==> src/rtl/csv_gamepad_record_parser_unit_assert.svh <==
// Assertion macros used by the record parser RTL (cgp_parser).
// Depends on nothing; define NO_ASSERTIONS to compile them away.
`ifndef CSV_GAMEPAD_RECORD_PARSER_UNIT_ASSERT_SVH
`define CSV_GAMEPAD_RECORD_PARSER_UNIT_ASSERT_SVH
`ifndef NO_ASSERTIONS
`define CGP_ASSERT_IMPLY(label, clk, rst_n, ante, cons, msg) \
    label: assert property (@(posedge clk) disable iff (!rst_n) (ante) |-> (cons)) \
        else $error(msg);
`define CGP_ASSERT_NEXT(label, clk, rst_n, ante, cons, msg) \
    label: assert property (@(posedge clk) disable iff (!rst_n) (ante) |=> (cons)) \
        else $error(msg);
`else
`define CGP_ASSERT_IMPLY(label, clk, rst_n, ante, cons, msg)
`define CGP_ASSERT_NEXT(label, clk, rst_n, ante, cons, msg)
`endif
`endif

==> src/rtl/cgp_pkg.sv <==
// Package for the gamepad record parser: limits, character codes,
// status codes and the transaction structs. No dependencies.
`timescale 1ns / 1ps
`default_nettype none

package cgp_pkg;

    localparam int MAX_LINE     = 32;
    localparam int COMMA_WINDOW = 17;
    localparam int BUTTON_COUNT = 12;

    localparam int NUM_VALUES = 4;
    localparam int VAL_W      = 16;
    localparam int BTN_OUT_W  = 12;
    localparam int CC_W       = 3;
    localparam int POS_LIM    = (MAX_LINE + 2 > COMMA_WINDOW + 1) ? MAX_LINE + 2
                                                                  : COMMA_WINDOW + 1;
    localparam int POS_W      = $clog2(POS_LIM);
    localparam int BCNT_W     = $clog2(BUTTON_COUNT + 1);

    localparam logic [7:0] CH_NL    = 8'd10;
    localparam logic [7:0] CH_TAB   = 8'd9;
    localparam logic [7:0] CH_CR    = 8'd13;
    localparam logic [7:0] CH_SPACE = 8'd32;
    localparam logic [7:0] CH_COMMA = 8'h2C;
    localparam logic [7:0] CH_PLUS  = 8'h2B;
    localparam logic [7:0] CH_MINUS = 8'h2D;
    localparam logic [7:0] CH_0     = 8'h30;
    localparam logic [7:0] CH_9     = 8'h39;

    localparam logic [1:0] ST_OK        = 2'd0;
    localparam logic [1:0] ST_TOO_LONG  = 2'd1;
    localparam logic [1:0] ST_MALFORMED = 2'd2;

    typedef struct packed {
        logic       valid;
        logic [7:0] data;
    } t_rx_item;

    typedef struct packed {
        logic signed [VAL_W-1:0] left_x;
        logic signed [VAL_W-1:0] left_y;
        logic signed [VAL_W-1:0] right_x;
        logic signed [VAL_W-1:0] right_y;
        logic [BTN_OUT_W-1:0]    buttons;
        logic [1:0]              status;
    } t_result;

endpackage

`default_nettype wire

==> src/rtl/cgp_in_reg.sv <==
// Input register for received characters.
// Depends on cgp_pkg.
`timescale 1ns / 1ps
`default_nettype none

module cgp_in_reg (
    input  wire logic            i_clk,
    input  wire logic            i_rst_n,
    input  wire logic            i_valid,
    input  wire logic [7:0]      i_data,
    output logic                 o_stall,
    input  wire logic            i_advance,
    output cgp_pkg::t_rx_item    o_item
);
    import cgp_pkg::*;

    logic       r_valid;
    logic       n_valid;
    logic [7:0] r_data;
    logic       accept;

    assign o_stall = r_valid && !i_advance;
    assign accept  = i_valid && !o_stall;

    always_comb begin
        n_valid = r_valid;
        if (accept) begin
            n_valid = 1'b1;
        end else if (i_advance) begin
            n_valid = 1'b0;
        end
    end

    always_ff @(posedge i_clk) begin
        if (!i_rst_n) begin
            r_valid <= 1'b0;
        end else begin
            r_valid <= n_valid;
        end
    end

    always_ff @(posedge i_clk) begin
        if (accept) begin
            r_data <= i_data;
        end
    end

    assign o_item.valid = r_valid;
    assign o_item.data  = r_data;

endmodule

`default_nettype wire

==> src/rtl/cgp_parser.sv <==
// Per-character record state update and result formation.
// Depends on cgp_pkg and csv_gamepad_record_parser_unit_assert.svh.
`timescale 1ns / 1ps
`default_nettype none
`include "csv_gamepad_record_parser_unit_assert.svh"

module cgp_parser (
    input  wire logic            i_clk,
    input  wire logic            i_rst_n,
    input  wire cgp_pkg::t_rx_item i_item,
    input  wire logic            i_out_free,
    output logic                 o_advance,
    output logic                 o_res_load,
    output cgp_pkg::t_result     o_res
);
    import cgp_pkg::*;

    localparam logic [1:0] PH_SKIP   = 2'd0;
    localparam logic [1:0] PH_SIGN   = 2'd1;
    localparam logic [1:0] PH_DIGITS = 2'd2;
    localparam logic [1:0] PH_DONE   = 2'd3;

    localparam logic [VAL_W-1:0] MAG_SAT = 16'd32768;
    localparam logic [VAL_W-1:0] POS_MAX = 16'd32767;

    logic [POS_W-1:0]        r_pos,   n_pos;
    logic [CC_W-1:0]         r_comma, n_comma;
    logic [VAL_W-1:0]        r_vals [NUM_VALUES];
    logic                    r_neg,   n_neg;
    logic [1:0]              r_phase, n_phase;
    logic [VAL_W-1:0]        r_mag,   n_mag;
    logic [BUTTON_COUNT-1:0] r_btn,   n_btn;
    logic [BCNT_W-1:0]       r_bcnt,  n_bcnt;
    logic                    r_extra, n_extra;

    logic [7:0]       c;
    logic             is_nl;
    logic             is_digit;
    logic             is_space;
    logic             is_sep;
    logic             val_we;
    logic [3:0]       digit;
    logic [19:0]      mag_next;
    logic [VAL_W-1:0] mag_taken;
    logic [VAL_W-1:0] fin;

    assign c        = i_item.data;
    assign is_nl    = (c == CH_NL);
    assign is_digit = (c >= CH_0) && (c <= CH_9);
    assign is_space = (c == CH_SPACE) || ((c >= CH_TAB) && (c <= CH_CR));
    assign is_sep   = (c == CH_COMMA) && (r_pos < POS_W'(COMMA_WINDOW));
    assign digit    = 4'(c - CH_0);

    assign o_advance  = i_item.valid && (!is_nl || i_out_free);
    assign o_res_load = o_advance && is_nl;

    assign mag_next  = 20'({r_mag, 3'b000}) + 20'({r_mag, 1'b0}) + 20'(digit);
    assign mag_taken = (mag_next > 20'(MAG_SAT)) ? MAG_SAT : mag_next[VAL_W-1:0];
    assign fin       = r_neg ? (VAL_W'(0) - r_mag)
                             : ((r_mag > POS_MAX) ? POS_MAX : r_mag);

    assign val_we = o_advance && !is_nl && is_sep && (r_comma < CC_W'(NUM_VALUES));

    always_comb begin
        n_pos   = r_pos;
        n_comma = r_comma;
        n_neg   = r_neg;
        n_phase = r_phase;
        n_mag   = r_mag;
        n_btn   = r_btn;
        n_bcnt  = r_bcnt;
        n_extra = r_extra;
        if (is_nl) begin
            n_pos   = '0;
            n_comma = '0;
            n_neg   = 1'b0;
            n_phase = PH_SKIP;
            n_mag   = '0;
            n_btn   = '1;
            n_bcnt  = '0;
            n_extra = 1'b0;
        end else begin
            if (r_pos <= POS_W'(MAX_LINE)) begin
                n_pos = r_pos + POS_W'(1);
            end
            if (is_sep) begin
                if (r_comma < CC_W'(NUM_VALUES)) begin
                    n_comma = r_comma + CC_W'(1);
                    n_neg   = 1'b0;
                    n_phase = PH_SKIP;
                    n_mag   = '0;
                end else begin
                    n_extra = 1'b1;
                end
            end else if (r_comma < CC_W'(NUM_VALUES)) begin
                case (r_phase)
                    PH_SKIP: begin
                        if (is_space) begin
                            n_phase = PH_SKIP;
                        end else if ((c == CH_PLUS) || (c == CH_MINUS)) begin
                            n_neg   = (c == CH_MINUS);
                            n_phase = PH_SIGN;
                        end else if (is_digit) begin
                            n_mag   = mag_taken;
                            n_phase = PH_DIGITS;
                        end else begin
                            n_phase = PH_DONE;
                        end
                    end
                    PH_SIGN, PH_DIGITS: begin
                        if (is_digit) begin
                            n_mag   = mag_taken;
                            n_phase = PH_DIGITS;
                        end else begin
                            n_phase = PH_DONE;
                        end
                    end
                    default: begin
                        n_phase = r_phase;
                    end
                endcase
            end else if (r_bcnt < BCNT_W'(BUTTON_COUNT)) begin
                for (int k = 0; k < BUTTON_COUNT; k++) begin
                    n_btn[k] = r_btn[k] && !((c == CH_0) && (r_bcnt == BCNT_W'(k)));
                end
                n_bcnt = r_bcnt + BCNT_W'(1);
            end
        end
    end

    always_ff @(posedge i_clk) begin
        if (!i_rst_n) begin
            r_pos   <= '0;
            r_comma <= '0;
            r_neg   <= 1'b0;
            r_phase <= PH_SKIP;
            r_mag   <= '0;
            r_btn   <= '1;
            r_bcnt  <= '0;
            r_extra <= 1'b0;
        end else if (o_advance) begin
            r_pos   <= n_pos;
            r_comma <= n_comma;
            r_neg   <= n_neg;
            r_phase <= n_phase;
            r_mag   <= n_mag;
            r_btn   <= n_btn;
            r_bcnt  <= n_bcnt;
            r_extra <= n_extra;
        end
    end

    always_ff @(posedge i_clk) begin
        if (val_we) begin
            r_vals[r_comma[1:0]] <= fin;
        end
    end

    always_comb begin
        o_res = '0;
        if (r_pos > POS_W'(MAX_LINE)) begin
            o_res.status = ST_TOO_LONG;
        end else if ((r_comma != CC_W'(NUM_VALUES)) || r_extra) begin
            o_res.status = ST_MALFORMED;
        end else begin
            o_res.left_x  = $signed(r_vals[0]);
            o_res.left_y  = $signed(r_vals[1]);
            o_res.right_x = $signed(r_vals[2]);
            o_res.right_y = $signed(r_vals[3]);
            o_res.buttons = BTN_OUT_W'(r_btn);
            o_res.status  = ST_OK;
        end
    end

    `CGP_ASSERT_NEXT(a_nl_clears, i_clk, i_rst_n, o_res_load,
        (r_pos == '0) && (r_comma == '0) && (r_bcnt == '0) && !r_extra,
        "record state not cleared after newline")
    `CGP_ASSERT_IMPLY(a_btn_after_commas, i_clk, i_rst_n, r_bcnt != '0,
        r_comma == CC_W'(NUM_VALUES), "button taken before fourth comma")
    `CGP_ASSERT_NEXT(a_pos_counts, i_clk, i_rst_n,
        o_advance && !is_nl && (r_pos <= POS_W'(MAX_LINE)),
        r_pos == $past(r_pos) + POS_W'(1), "character position did not advance")

endmodule

`default_nettype wire

==> src/rtl/cgp_out_reg.sv <==
// Result register holding one parsed record until the receiver takes it.
// Depends on cgp_pkg.
`timescale 1ns / 1ps
`default_nettype none

module cgp_out_reg (
    input  wire logic            i_clk,
    input  wire logic            i_rst_n,
    input  wire logic            i_load,
    input  wire cgp_pkg::t_result i_res,
    input  wire logic            i_stall,
    output logic                 o_free,
    output logic                 o_valid,
    output cgp_pkg::t_result     o_res
);
    import cgp_pkg::*;

    logic    r_valid;
    logic    n_valid;
    t_result r_res;

    assign o_free = !r_valid || !i_stall;

    always_comb begin
        n_valid = r_valid;
        if (i_load) begin
            n_valid = 1'b1;
        end else if (!i_stall) begin
            n_valid = 1'b0;
        end
    end

    always_ff @(posedge i_clk) begin
        if (!i_rst_n) begin
            r_valid <= 1'b0;
        end else begin
            r_valid <= n_valid;
        end
    end

    always_ff @(posedge i_clk) begin
        if (i_load) begin
            r_res <= i_res;
        end
    end

    assign o_valid = r_valid;
    assign o_res   = r_res;

endmodule

`default_nettype wire

==> src/rtl/csv_gamepad_record_parser_unit.sv <==
// Top level of the gamepad record parser.
// Depends on cgp_pkg, cgp_in_reg, cgp_parser and cgp_out_reg.
//
// Usage:
//   Input channel (i_rx_valid / o_rx_stall / i_rx_byte) carries one text
//   character per transaction. A newline closes the record.
//   Output channel (o_res_valid / i_res_stall / result fields) carries one
//   transaction per newline: four saturated stick values, twelve button
//   bits and a status (0 ok, 1 line too long, 2 malformed; zeros otherwise).
//   Throughput: one character per cycle while no newline waits for the result
//   register, set by the state update between the input register and the
//   state registers. An accepted newline sits in the input register, and its
//   result is loaded into the result register, from which the receiver takes it.
//   Stall: a waiting result does not block ordinary characters; only a
//   following newline waits in the input register until the result
//   register frees, and o_rx_stall stays high while it waits.
//   Reset: synchronous, active low; clears both registers' valid flags and
//   returns the record state to the start of a line.
`timescale 1ns / 1ps
`default_nettype none

module csv_gamepad_record_parser_unit (
    input  wire logic                       i_clk,
    input  wire logic                       i_rst_n,
    input  wire logic                       i_rx_valid,
    output logic                            o_rx_stall,
    input  wire logic [7:0]                 i_rx_byte,
    output logic                            o_res_valid,
    input  wire logic                       i_res_stall,
    output logic signed [cgp_pkg::VAL_W-1:0] o_left_x,
    output logic signed [cgp_pkg::VAL_W-1:0] o_left_y,
    output logic signed [cgp_pkg::VAL_W-1:0] o_right_x,
    output logic signed [cgp_pkg::VAL_W-1:0] o_right_y,
    output logic [cgp_pkg::BTN_OUT_W-1:0]   o_buttons,
    output logic [1:0]                      o_status
);
    import cgp_pkg::*;

    t_rx_item item;
    t_result  res_next;
    t_result  res_out;
    logic     advance;
    logic     res_load;
    logic     out_free;

    cgp_in_reg u_in_reg (
        .i_clk     (i_clk),
        .i_rst_n   (i_rst_n),
        .i_valid   (i_rx_valid),
        .i_data    (i_rx_byte),
        .o_stall   (o_rx_stall),
        .i_advance (advance),
        .o_item    (item)
    );

    cgp_parser u_parser (
        .i_clk      (i_clk),
        .i_rst_n    (i_rst_n),
        .i_item     (item),
        .i_out_free (out_free),
        .o_advance  (advance),
        .o_res_load (res_load),
        .o_res      (res_next)
    );

    cgp_out_reg u_out_reg (
        .i_clk   (i_clk),
        .i_rst_n (i_rst_n),
        .i_load  (res_load),
        .i_res   (res_next),
        .i_stall (i_res_stall),
        .o_free  (out_free),
        .o_valid (o_res_valid),
        .o_res   (res_out)
    );

    assign o_left_x  = res_out.left_x;
    assign o_left_y  = res_out.left_y;
    assign o_right_x = res_out.right_x;
    assign o_right_y = res_out.right_y;
    assign o_buttons = res_out.buttons;
    assign o_status  = res_out.status;

endmodule

`default_nettype wire

==> config.mk <==
export PLATFORM = sky130hd
export DESIGN_NAME = csv_gamepad_record_parser_unit
export DESIGN_NICKNAME = d
export VERILOG_FILES = /design/src/rtl/cgp_pkg.sv /design/src/rtl/cgp_in_reg.sv /design/src/rtl/cgp_parser.sv /design/src/rtl/cgp_out_reg.sv /design/src/rtl/csv_gamepad_record_parser_unit.sv
export VERILOG_INCLUDE_DIRS = /design/src /design/src/rtl
export SDC_FILE = /design/constraint.sdc
export NUM_CORES = 1
export LEC_CHECK = 0
export ABC_AREA = 0
export BUFFER_PORTS_ARGS = -buffer_cell sky130_fd_sc_hd__buf_2
export CAP_MARGIN = 20
export CORE_ASPECT_RATIO = 1.5
export CORE_MARGIN = 5
export CORE_UTILIZATION = 41
export CTS_BUF_LIST = sky130_fd_sc_hd__clkbuf_4
export DETAILED_ROUTE_END_ITERATION = 8
export PLACE_DENSITY = 0.64
export SYNTH_ARGS = -nofsm -noshare
export SYNTH_HDL_FRONTEND = slang
export SYNTH_SLANG_ARGS = --single-unit
==> constraint.sdc <==
create_clock -name i_clk -period 4.46 [get_ports i_clk]
set_input_delay 0.669 -clock i_clk [delete_from_list [all_inputs] [get_ports i_clk]]
set_output_delay 0.669 -clock i_clk [all_outputs]
set_load 0.03 [all_outputs]
# Word-level counts from Yosys, hierarchy flattened

Memory sizes are Yosys's and may differ from the RTL's. A register that Yosys moved wholly into a read port is not among the register bits.
Cells that the tools add are included.
W data, S select, Z words.

$lt $le $gt $ge: 11
Mux-type cells: 49
Equal/unequal tests: 26
Add/subtract/negate cells: 7
Reductions and logical operators: 75

Operator list:

| kind                    | count |
|---|---|
| $mux W16                | 10 |
| $mux W12                | 4 |
| $eq A8 B6 Y1 const B    | 5 |
| $logic_and A1 B1 Y1     | 34 |
| $pmux W16 S2            | 1 |
| $add A19 B17 Y20        | 1 |
| $add A20 B4 Y20         | 1 |
| $gt A20 B16 Y1 const B  | 1 |
| $logic_not A1 Y1        | 17 |
| $mux W1                 | 17 |
| $eq A4 B3 Y1 const B    | 4 |
| $eq A4 B4 Y1 const B    | 4 |
| $gt A16 B15 Y1 const B  | 1 |
| $mux W4                 | 4 |
| $sub A1 B16 Y16 const A | 1 |
| $mux W2                 | 7 |
| $mux W6                 | 2 |
| $reduce_and A5 Y1       | 2 |
| $reduce_bool A2 Y1      | 5 |
| $mux W3                 | 3 |
| $reduce_and A3 Y1       | 3 |
| $eq A4 B2 Y1 const B    | 2 |
| $eq A8 B4 Y1 const B    | 1 |
| $ge A8 B4 Y1 const B    | 1 |
| 29 further kinds        | 37 |

Memories kept: 1
Output and inout port bits: 80
Bits in writable memories: 64
Logic and storage cells: 182
Register bits after elaboration: 69
Input bits: 12

Memories:

| name            | depth | bits a word | read ports | clocked after Yosys merged registers in | wr ports | line             | source |
|---|---|---|---|---|---|---|---|
| u_parser.r_vals | 4     | 16          | 4          | 4                                       | 1        | cgp_parser.sv:28 | `logic [VAL_W-1:0] r_vals [NUM_VALUES];` |

# Depth between registers and ports, before layout

Gate-level depths: netlist of run 1.

Depth in word-level cells: 11
Depth in mapped cells: 12
Gate-level depth less buffers: 11

# Modules after synthesis

From an unflattened synthesis of run 1, not the netlist that was laid out.

Cell total of the unflattened synthesis: 715
Area total of the unflattened synthesis: 8,811.0 µm²

By module, submodules not included:

| module      | times used | area an instance (µm²) | cells each | sequential area each (µm²) |
|---|---|---|---|---|
| cgp_parser  | 1          | 6,138.4                | 620        | 2,822.7 |
| cgp_out_reg | 1          | 2,377.3                | 82         | 2,362.3 |
| cgp_in_reg  | 1          | 295.3                  | 13         | 260.2 |

# Worst setup path after synthesis of run 1

Ideal clock, no wire load.

Kind: register to register
From: register u_in_reg.r_data[4]
To: register o_left_x[0] (netlist name)
Path buffers: 0
Clock period less this slack: 3,295 ps
Library setup time: 445 ps
Data arrival time: 2,849 ps
Cell stages (with the launch flop): 5
Data required time: 4,015 ps
Setup slack: 1,165 ps
Cell sequence: edfxtp_1 -> nor2b_1 -> nand2_1 -> nor2_1 -> and3_1

Longest elaborated chain between the ends: 5

RTL lines:

| what                    | line                                 | source |
|---|---|---|
| from (decl)             | cgp_in_reg.sv:19                     | `logic [7:0] r_data;` |
| from (signal assigned)  | cgp_in_reg.sv:44                     | `r_data <= i_data;` |
| $eq A8 B4 Y1 (*)        | cgp_parser.sv:48                     | `assign is_nl = (c == CH_NL);` |
| $logic_not A1 Y1        | cgp_parser.sv:54                     | `assign o_advance = i_item.valid && (!is_nl \|\| i_out_free);` |
| $logic_or A1 B1 Y1      | cgp_parser.sv:54                     |  |
| $logic_and A1 B1 Y1     | cgp_parser.sv:54                     |  |
| $logic_and A1 B1 Y1 (*) | cgp_parser.sv:55                     | `assign o_res_load = o_advance && is_nl;` |
| named net res_load      | csv_gamepad_record_parser_unit.sv:43 | `logic res_load;` |

The timed path passes the listed nets; every way through them passes the cells marked *.
A chain may end at the register's enable or synchronous reset.

# Worst setup path in the final report of run 1

From: register u_parser.r_mag[0]
To: register u_parser.r_mag[3]

Longest elaborated chain between the ends: 11

RTL lines:

| what                   | line                                 | source |
|---|---|---|
| from (decl)            | cgp_parser.sv:31                     | `logic [VAL_W-1:0] r_mag, n_mag;` |
| from (signal assigned) | cgp_parser.sv:146                    | `r_mag <= n_mag;` |
| $add A19 B17 Y20 (*)   | cgp_parser.sv:57                     | `assign mag_next = 20'({r_mag, 3'b000}) + 20'({r_mag, 1'b0}) + 20'(digit);` |
| $add A20 B4 Y20 (*)    | cgp_parser.sv:57                     |  |
| $gt A20 B16 Y1         | cgp_parser.sv:58                     | `assign mag_taken = (mag_next > 20'(MAG_SAT)) ? MAG_SAT : mag_next[VAL_W-1:0];` |
| $mux W16 (*)           | cgp_parser.sv:58                     |  |
| $mux W16 (*)           | cgp_parser.sv:103, cgp_parser.sv:111 |  |
| $mux W16               | cgp_parser.sv:100                    | `end else if ((c == CH_PLUS) \|\| (c == CH_MINUS)) begin` |
| $mux W16               | cgp_parser.sv:98                     | `if (is_space) begin` |
| $pmux W16 S2 (*)       | cgp_parser.sv:96                     | `case (r_phase)` |
| $mux W16 (*)           | cgp_parser.sv:95                     | `end else if (r_comma < CC_W'(NUM_VALUES)) begin` |
| $mux W16 (*)           | cgp_parser.sv:86                     | `if (is_sep) begin` |
| $mux W16 (*)           | cgp_parser.sv:73                     | `if (is_nl) begin` |

Every way passes the cells marked *; elsewhere a longest branch is shown, timed or not. The select of a mux whose other input is x is not followed.

==> summary.md, run 1 <==
| Metric | Value |
|---|---|
| Outcome | finished clean |
| Most frequent CP cell | inv_1 |
| Crit-path cells | inv_1, fa_1, inv_1, ha_1, a211oi_1, o211ai_1, a2111oi_0, nor2_1, o2111a_1, and2_1, a32o_1 |
| Ys flop type | edfxtp_1 |
| Syn Area/Cell | 12.2 µm² |
| CTS Root Cell | clkbuf_4 |
| Iteration-0 DRC Markers | 313 |
| Vias in the first global route | 5266 |
| Clock period minus worst slack | 3490 ps |
| PD cells | 302 nW/µm² |
| Max cap viols | 0 |
| Worst Hold Class | input port to flip-flop |
| Worst path bufs/invs | 2 |
| Vias per cell | 5.02 |
| Rows | 65 |
| CP Class | flip-flop to flip-flop |
| Iteration count of the initial detailed-routing pass | 4 |
| PortBufs | 91 |
| R2R depth | 11 |
| GPL Wtd Cong | 0.895 |
| Hold Path End | u_in_reg.r_data[2]$_DFFE_PP_ |
| Commonest non-fill, non-tap cell in the layout | edfxtp_1 |
| Clock Skew | 16.6 ps |
| Slew @ Worst Pin | 854 ps |
| Total CTS buffers | 17 |
| Layout cell share with drive strength beyond 1 | 0.166 |
| Power consumption | 0.00295 W |
| CP arrival | 3940 ps |
| Placeable Area | 21000 µm² |
| Max Freq | 287 MHz |
| CTS clock-pin slew for the worst setup and hold paths | 140 ps |
| Synthesized cell area | 8730 µm² |
| Largest net degree at the start of global routing | 79 |
| Worst path slowest cell | fa_1 |
| Die Y | 189 µm |
| Commonest non-fill, non-tap cells in the layout | 150 x edfxtp_1, 91 x buf_2, 84 x and2_1, 61 x nor2_1, 47 x dfxtp_1 |
| Worst reg-to-reg setup slack | 970 ps |
| Initial Utilization | 0.416 |
| Crit path largest cell delay | 570 ps |
| Final worst-path cycle share | 0.781 |
| Slew headroom | 0.431 |
| Hold Vio Cnt, Final | 0 |
| Io pins | 92 |
| DRC Markers | 0 |
| Global route overflow | 0 |
| Delay-heaviest family, CP | compound AO/OA/AOI/OAI gates |
| WP data required | 4920 ps |
| Final HPWL DP | 11800 µm |
| Setup violations, final | 0 |
| Synth cell types | 58 |
| Placed insts | 1054 |
| #FFs+latches synth | 197 |
| Critical R2R Launch | u_parser.r_mag[0]$_SDFFE_PN0P_ |
| Initial antenna violation count | 1 |
| Global-route wire length before repair | 26500 µm |
| CP Max Fanout | 9 |
| Post-synth EDFFs | 150 |
| WL final | 16100 µm |
| Pre-CTS WS | 944 ps |
| Worst R2R End | u_parser.r_mag[3]$_SDFFE_PN0P_ |
| Number of hold buffers added after cts | 0 |
| Post-CTS Setup Bufs | 0 |
| Seq/Total Area, Yosys | 0.624 |
| Worst Slack Setup Final | 975 ps |
| CTS tree | yes |
| Asr flop ratio synth | 0 |
| Die area | 24400 µm² |
| RSZ-0062 raised after global routing | false |
| Min-delay src | i_rx_byte[2] |
| Wire length per cell | 14.8 µm |
| Post-cts repair resize count | 0 |
| Cell count after synthesis | 716 |
| Synth warn | 0 |
| Fill count | 1933 |
| Total GRT Usage | 0.137 |
| Worst VDD drop | 0.000178 V |
| Setup TNS | 0 ps |
| Hold path depth | 1 |
| Multi-input gate area | 3080 µm² |
| Via count | 5456 |
| Clock Path Buffers | 2 |
| Nets | 864 |
| Clock sink total | 197 |
| Crit end category | flip-flop |
| H-tree Lvls | 4 |
| Area grow syn2layout | 11.8% |
| Post-route ant nets | 0 |
| Register area | 5450 µm² |
| CP Launch Type | flip-flop |
| Chip Width | 129 µm |
| Worst-Skew Late Latency | 550 ps |
| Static Leakage | 3.48 nW |
| Final cell count without fillers | 1087 |
| Pins over their slew limit | 0 |
| Syn_nets | 775 |
[worst reg2reg max path, stage by stage (launching register included)]
cell	delay [ps]
dfxtp_1	460
inv_1	110
fa_1	570
inv_1	60
ha_1	300
a211oi_1	360
o211ai_1	170
a2111oi_0	400
nor2_1	90
o2111a_1	290
and2_1	280
a32o_1	290
[how the worst max path moves through the flow]
stage	start	endpoint	slack, ps	cells past startpoint
after detailed placement	u_parser.r_mag[0]$_SDFFE_PN0P_	u_parser.r_mag[1]$_SDFFE_PN0P_	940	11
after global routing	u_parser.r_mag[0]$_SDFFE_PN0P_	u_parser.r_mag[11]$_SDFFE_PN0P_	660	11
after CTS	u_parser.r_mag[0]$_SDFFE_PN0P_	u_parser.r_mag[0]$_SDFFE_PN0P_	930	11
final	u_parser.r_mag[0]$_SDFFE_PN0P_	u_parser.r_mag[3]$_SDFFE_PN0P_	970	11
after global placement	u_parser.r_mag[0]$_SDFFE_PN0P_	u_parser.r_mag[3]$_SDFFE_PN0P_	1040	11
after floorplan	u_in_reg.r_data[4]$_DFFE_PP_	o_left_x[0]$_SDFFCE_PP0P_	1170	4
[flip-flops by register name, summed over array words and instances, names as in the netlist]
register           count
o_left_x              16
o_left_y              16
o_right_x             16
o_right_y             16
u_in_reg.r_data        8
u_in_reg.r_valid       1
u_out_reg.o_res       14
u_out_reg.o_valid      1
u_parser.r_bcnt        4
u_parser.r_btn        12
u_parser.r_comma       3
u_parser.r_extra       1
u_parser.r_mag        16
u_parser.r_neg         1
u_parser.r_phase       2
u_parser.r_pos         6
u_parser.r_vals       64
[Yosys cell counts, types with 7 or more instances]
library cell | count | area, µm²
a32o_1 | 9 | 90.1
o21ai_0 | 30 | 150
edfxtp_1 | 150 | 4500
nand4_1 | 7 | 43.8
and2_1 | 84 | 526
nor3_1 | 8 | 40.0
dfxtp_1 | 47 | 941
nor2b_1 | 7 | 43.8
nor2_1 | 61 | 229
nand2_1 | 42 | 158
a21oi_1 | 36 | 180
xor2_1 | 7 | 61.3
a31oi_1 | 8 | 50.1
ha_1 | 45 | 563
xnor2_1 | 10 | 87.6
nand3_1 | 11 | 55.1
clkbuf_1 | 25 | 93.8
a21o_1 | 12 | 90.1
nand2b_1 | 7 | 43.8
inv_1 | 29 | 109
[stage by stage]
step / utilization / hold WS (ps) / area (µm²)
floorplan: - / 418 / 8730
global placement: 0.452 / 429 / 9480
detailed placement: 0.452 / 435 / 9480
CTS: 0.465 / 216 / 9760
global route: 0.465 / 214 / 9760
finish: 0.465 / 285 / 9760
[cells by family after synthesis]
group           synth area share
compound gates             0.107
flops                      0.624
fa+ha+maj                 0.0691
buf+inv                   0.0236
simple gates               0.156
mux                      0.00344
xor+xnor                  0.0171
[area by class of cell]
cell class,count,area share
Multi-Input combinational cell,464,0.316
Tap cell,268,0.0344
Sequential cell,197,0.558
Inverter,29,0.0112
Timing Repair Buffer,96,0.0518
Antenna cell,1,0.000256
Clock buffer,18,0.0138
Clock inverter,14,0.0153
[per-layer routing]
layer | routed length, µm | global-route usage | up-vias | part of all wire
li1 | - | - | 2778 | -
met2 | 8380 | 0.239 | 120 | 0.52
met3 | 791 | 0.0312 | 20 | 0.049
met5 | 0 | 0 | - | 0
met1 | 6640 | 0.162 | 2538 | 0.41
met4 | 320 | 0.0521 | 0 | 0.020
[power breakdown]
group	switching, W	leakage [nW]	total, W	internal (W)
logic	0.0000327	1.77	0.0000555	0.0000227
registers	0.0000116	1.56	0.00197	0.00196
clock network	0.000579	0.149	0.000924	0.000345
total	0.000623	3.48	0.00295	0.00233
Power figures use the tool's default switching activity.
==> inputs of run 2 (changes only) <==
--- a/config.mk
+++ b/config.mk
@@ -6,7 +6,7 @@
 export SDC_FILE = /design/constraint.sdc
 export NUM_CORES = 1
 export LEC_CHECK = 0
-export ABC_AREA = 0
+export ABC_AREA = 1
 export BUFFER_PORTS_ARGS = -buffer_cell sky130_fd_sc_hd__buf_2
 export CAP_MARGIN = 20
 export CORE_ASPECT_RATIO = 1.5
@@ -14,7 +14,7 @@
 export CORE_UTILIZATION = 41
 export CTS_BUF_LIST = sky130_fd_sc_hd__clkbuf_4
 export DETAILED_ROUTE_END_ITERATION = 8
-export PLACE_DENSITY = 0.64
+export PLACE_DENSITY = 0.66
 export SYNTH_ARGS = -nofsm -noshare
 export SYNTH_HDL_FRONTEND = slang
 export SYNTH_SLANG_ARGS = --single-unit
==> constraint.sdc (replaced) <==
create_clock -name i_clk -period 3 [get_ports i_clk]
set_input_delay 0.45 -clock i_clk [delete_from_list [all_inputs] [get_ports i_clk]]
set_output_delay 0.45 -clock i_clk [all_outputs]
set_load 0.03 [all_outputs]
==> summary.md, run 2 <==
| Metric | Value |
|---|---|
| GPL Wtd Cong | 0.905 (was 0.895) |
| Post-placement cell area | 10100 µm² (was 9480 µm²) |
| Die area | 25700 µm² (was 24400 µm²) |
| Total GRT Usage | 0.144 (was 0.137) |
| Crit end category | flip-flop (unchanged) |
| Reg power frac | 0.645 (was 0.668) |
| Final HPWL DP | 13900 µm (was 11800 µm) |
| Global-route wire length before repair | 30300 µm (was 26500 µm) |
| Initial antenna violation count | 1 (unchanged) |
| Pre-CTS WS | 107 ps (was 944 ps) |
| Placeable Area | 22300 µm² (was 21000 µm²) |
| Sw Share | 0.216 (was 0.211) |
| Outcome | finished clean (unchanged) |
| Worst Hold Class | input port to flip-flop (unchanged) |
| Area grow syn2layout | 14.1% (was 11.8%) |
| Synth warn | 0 (unchanged) |
| Max Freq | 354 MHz (was 287 MHz) |
| Int Pwr | 0.00355 W (was 0.00233 W) |
| H-tree Lvls | 4 (unchanged) |
| Max cap viols | 0 (unchanged) |
| Worst VDD drop | 0.000212 V (was 0.000178 V) |
| CTS tree | yes (unchanged) |
| Clock period minus worst slack | 2820 ps (was 3490 ps) |
| Commonest non-fill, non-tap cell in the layout | inv_1 (was edfxtp_1) |
| Nets | 1147 (was 864) |
| Setup violations, final | 0 (unchanged) |
| CP arrival | 3330 ps (was 3940 ps) |
| Post-route ant nets | 0 (unchanged) |
| Vias per cell | 4.74 (was 5.02) |
| Post-CTS Setup Bufs | 0 (unchanged) |
| Wire length per cell | 13.3 µm (was 14.8 µm) |
| Iteration count of the initial detailed-routing pass | 4 (unchanged) |
| Clock Path Buffers | 2 (unchanged) |
| Cell count after synthesis | 968 (was 716) |
| Layout cell share with drive strength beyond 1 | 0.166 (about the same) |
| Via count | 6527 (was 5456) |
| DRC Markers | 0 (unchanged) |
| Clock Skew | 25.2 ps (was 16.6 ps) |
| Slew @ Worst Pin | 847 ps (was 854 ps) |
| CTS Root Cell | clkbuf_4 (unchanged) |
| Ys flop type | edfxtp_1 (unchanged) |
| Rows | 67 (was 65) |
| WL final | 18300 µm (was 16100 µm) |
| Die Y | 194 µm (was 189 µm) |
| CP Class | flip-flop to flip-flop (unchanged) |
| Synthesized cell area | 9250 µm² (was 8730 µm²) |
| Hold Vio Cnt, Final | 0 (unchanged) |
| CP Max Fanout | 8 (was 9) |
| Largest net degree at the start of global routing | 39 (was 79) |
| Count leader, synth | inv_1 (was edfxtp_1) |
| Syn Area/Cell | 9.56 µm² (was 12.2 µm²) |
| Clock sink total | 197 (unchanged) |
| Crit-path cells | inv_2, fa_2, fa_2, nand3_1, nor2_1, nand3_1, nor2_1, nand2_1, nor2_1, nand3_2, nand2_4, nand3_1, a21oi_1 (was inv_1, fa_1, inv_1, ha_1, a211oi_1, o211ai_1, a2111oi_0, nor2_1, o2111a_1, and2_1, a32o_1) |
| CTS clock-pin slew for the worst setup and hold paths | 160 ps (was 140 ps) |
| Post-synth EDFFs | 150 (unchanged) |
| Synth area leaders | edfxtp_1 49%, dfxtp_1 10%, inv_1 7.1%, nand2_1 7.0%, nor2_1 6.2% (was edfxtp_1 52%, dfxtp_1 11%, ha_1 6.4%, and2_1 6.0%, nor2_1 2.6%) |
| #FFs+latches synth | 197 (unchanged) |
| Static Leakage | 4.64 nW (was 3.48 nW) |
| Global route overflow | 0 (unchanged) |
| Slew headroom | 0.435 (was 0.431) |
| Worst-Skew Late Latency | 580 ps (was 550 ps) |
| Worst Slack Setup Final | 175 ps (was 975 ps) |
| Syn_nets | 1027 (was 775) |
| Most instantiated cells after synthesis | 175 x inv_1, 173 x nand2_1, 154 x nor2_1 (was 150 x edfxtp_1, 84 x and2_1, 61 x nor2_1) |
| Commonest non-fill, non-tap cells in the layout | 173 x inv_1, 172 x nand2_1, 154 x nor2_1, 150 x edfxtp_1, 91 x buf_2 (was 150 x edfxtp_1, 91 x buf_2, 84 x and2_1, 61 x nor2_1, 47 x dfxtp_1) |
| Chip Width | 133 µm (was 129 µm) |
| Final worst-path cycle share | 0.942 (was 0.781) |
| Synth area leader | edfxtp_1 (unchanged) |
| Worst path slowest cell | fa_2 (was fa_1) |
| Vias in the first global route | 6558 (was 5266) |
| CP Launch Type | flip-flop (unchanged) |
| PD cells | 429 nW/µm² (was 302 nW/µm²) |
| Pins over their slew limit | 0 (unchanged) |
| Total CTS buffers | 17 (unchanged) |
| WP data required | 3500 ps (was 4920 ps) |
| Io pins | 92 (unchanged) |
| Iteration-0 DRC Markers | 309 (was 313) |
| Synth cell types | 45 (was 58) |
| Switch Pwr | 0.000978 W (was 0.000623 W) |
| Seq/Total Area, Yosys | 0.589 (was 0.624) |
| Crit path largest cell delay | 600 ps (was 570 ps) |
| Combinational group share of total power | 0.024 (was 0.019) |
| Initial Utilization | 0.415 (was 0.416) |
| PortBufs | 91 (unchanged) |
| Clock Power Share | 0.331 (was 0.313) |
| Post-route cell area | 10600 µm² (was 9760 µm²) |
| Post-synth top area share | 0.487 (was 0.516) |
| Asr flop ratio synth | 0 (unchanged) |
| Max FFs per register | 64 (unchanged) |
==> run 2: changes by cell type in the layout (fill, tap and decap cells not counted), moves of 9 or more <==
cell,previous run,this run
nand3_1,11,49
and2_1,84,2
nor2_1,61,154
o21ai_0,29,43
nand2_1,42,172
a32o_1,9,0
xnor2_1,10,0
buf_4,4,17
a21o_1,12,0
inv_1,29,173
==> run 2: power by group through the flow <==
stage / Combinational (W) / Clock, W / Sequential [W]
5_1_grt: 0.000122 / 0.00166 / 0.00292
3_3_place_gp: 0.0000972 / 0 / 0.00298
2_1_floorplan: 0.0000656 / 0 / 0.00298
4_1_cts: 0.000107 / 0.00155 / 0.00292
6_report: 0.000108 / 0.00150 / 0.00292
3_5_place_dp: 0.0000994 / 0 / 0.00298
==> run 2: repair_timing <==
item,4_1_cts,5_1_grt
hold buffers,7,0
setup endpoints to repair,0,16
hold endpoints to repair,7,0
resized for setup,0,11
==> run 2: layout make-up <==
class | instances | area [µm²]
antenna | 1 | 2.50
clock buffer | 17 | 128
clock inverter | 14 | 190
fill | 2099 | 11700
inverter | 181 | 681
multi-input combinational | 574 | 3060
sequential | 197 | 5450
tap | 276 | 345
timing repair buffer | 117 | 693
==> run 2: layer usage <==
| metal | wire (µm) | GRT usage | up-vias |
|---|---|---|---|
| met1 | 7420 | 0.157 | 2994 |
| met2 | 9720 | 0.271 | 118 |
| met4 | 548 | 0.0670 | 0 |
| li1 | - | - | 3375 |
| met3 | 567 | 0.0226 | 40 |
| met5 | 0 | 0 | - |
==> run 2: kinds of logic (layout without fill, tap and decap cells) <==
| logic type | after synthesis | after routing | share of synthesized area |
|---|---|---|---|
| AO/OA/AOI/OAI | 100 | 100 | 0.0590 |
| XOR/XNOR | 1 | 1 | 0.000947 |
| adder cells (fa/ha/maj) | 47 | 47 | 0.0652 |
| buffers and inverters | 198 | 329 | 0.0841 |
| flip-flops | 197 | 197 | 0.589 |
| multiplexers | 2 | 2 | 0.00216 |
| other | 0 | 1 | 0 |
| AND/OR/NAND/NOR | 423 | 424 | 0.200 |
==> run 2: per-stage QoR <==
stage,TNS (ps),util,std cells,hold WS [ps],total power [W]
CTS,0,0.471,1375,25.7,0.00458
global route,-5.16,0.473,1377,32.6,0.00470
global placement,0,0.454,1337,436,0.00308
floorplan,0,-,968,419,0.00305
detailed placement,0,0.454,1337,440,0.00308
finish,0,0.473,1377,77.4,0.00453
==> run 2: final timing paths <==
check,start,end,slack (ps),depth (start not counted)
max,u_in_reg.r_data[3]$_DFFE_PP_,u_parser.r_mag[7]$_SDFFE_PN0P_,180,13
min,i_rx_byte[3],u_in_reg.r_data[3]$_DFFE_PP_,80,1
max reg2reg,u_in_reg.r_data[3]$_DFFE_PP_,u_parser.r_mag[7]$_SDFFE_PN0P_,180,13
min reg2reg,u_parser.r_btn[7]$_SDFFE_PN1P_,u_parser.r_btn[7]$_SDFFE_PN1P_,460,2
==> run 2: worst max-delay path, delay by kind of cell, from the launching register on <==
family | cells | cell delay (ps)
adder cells (fa/ha/maj) | 2 | 1060
AND/OR/NAND/NOR | 9 | 1020
flip-flops | 1 | 430
AO/OA/AOI/OAI | 1 | 140
buffers and inverters | 1 | 100
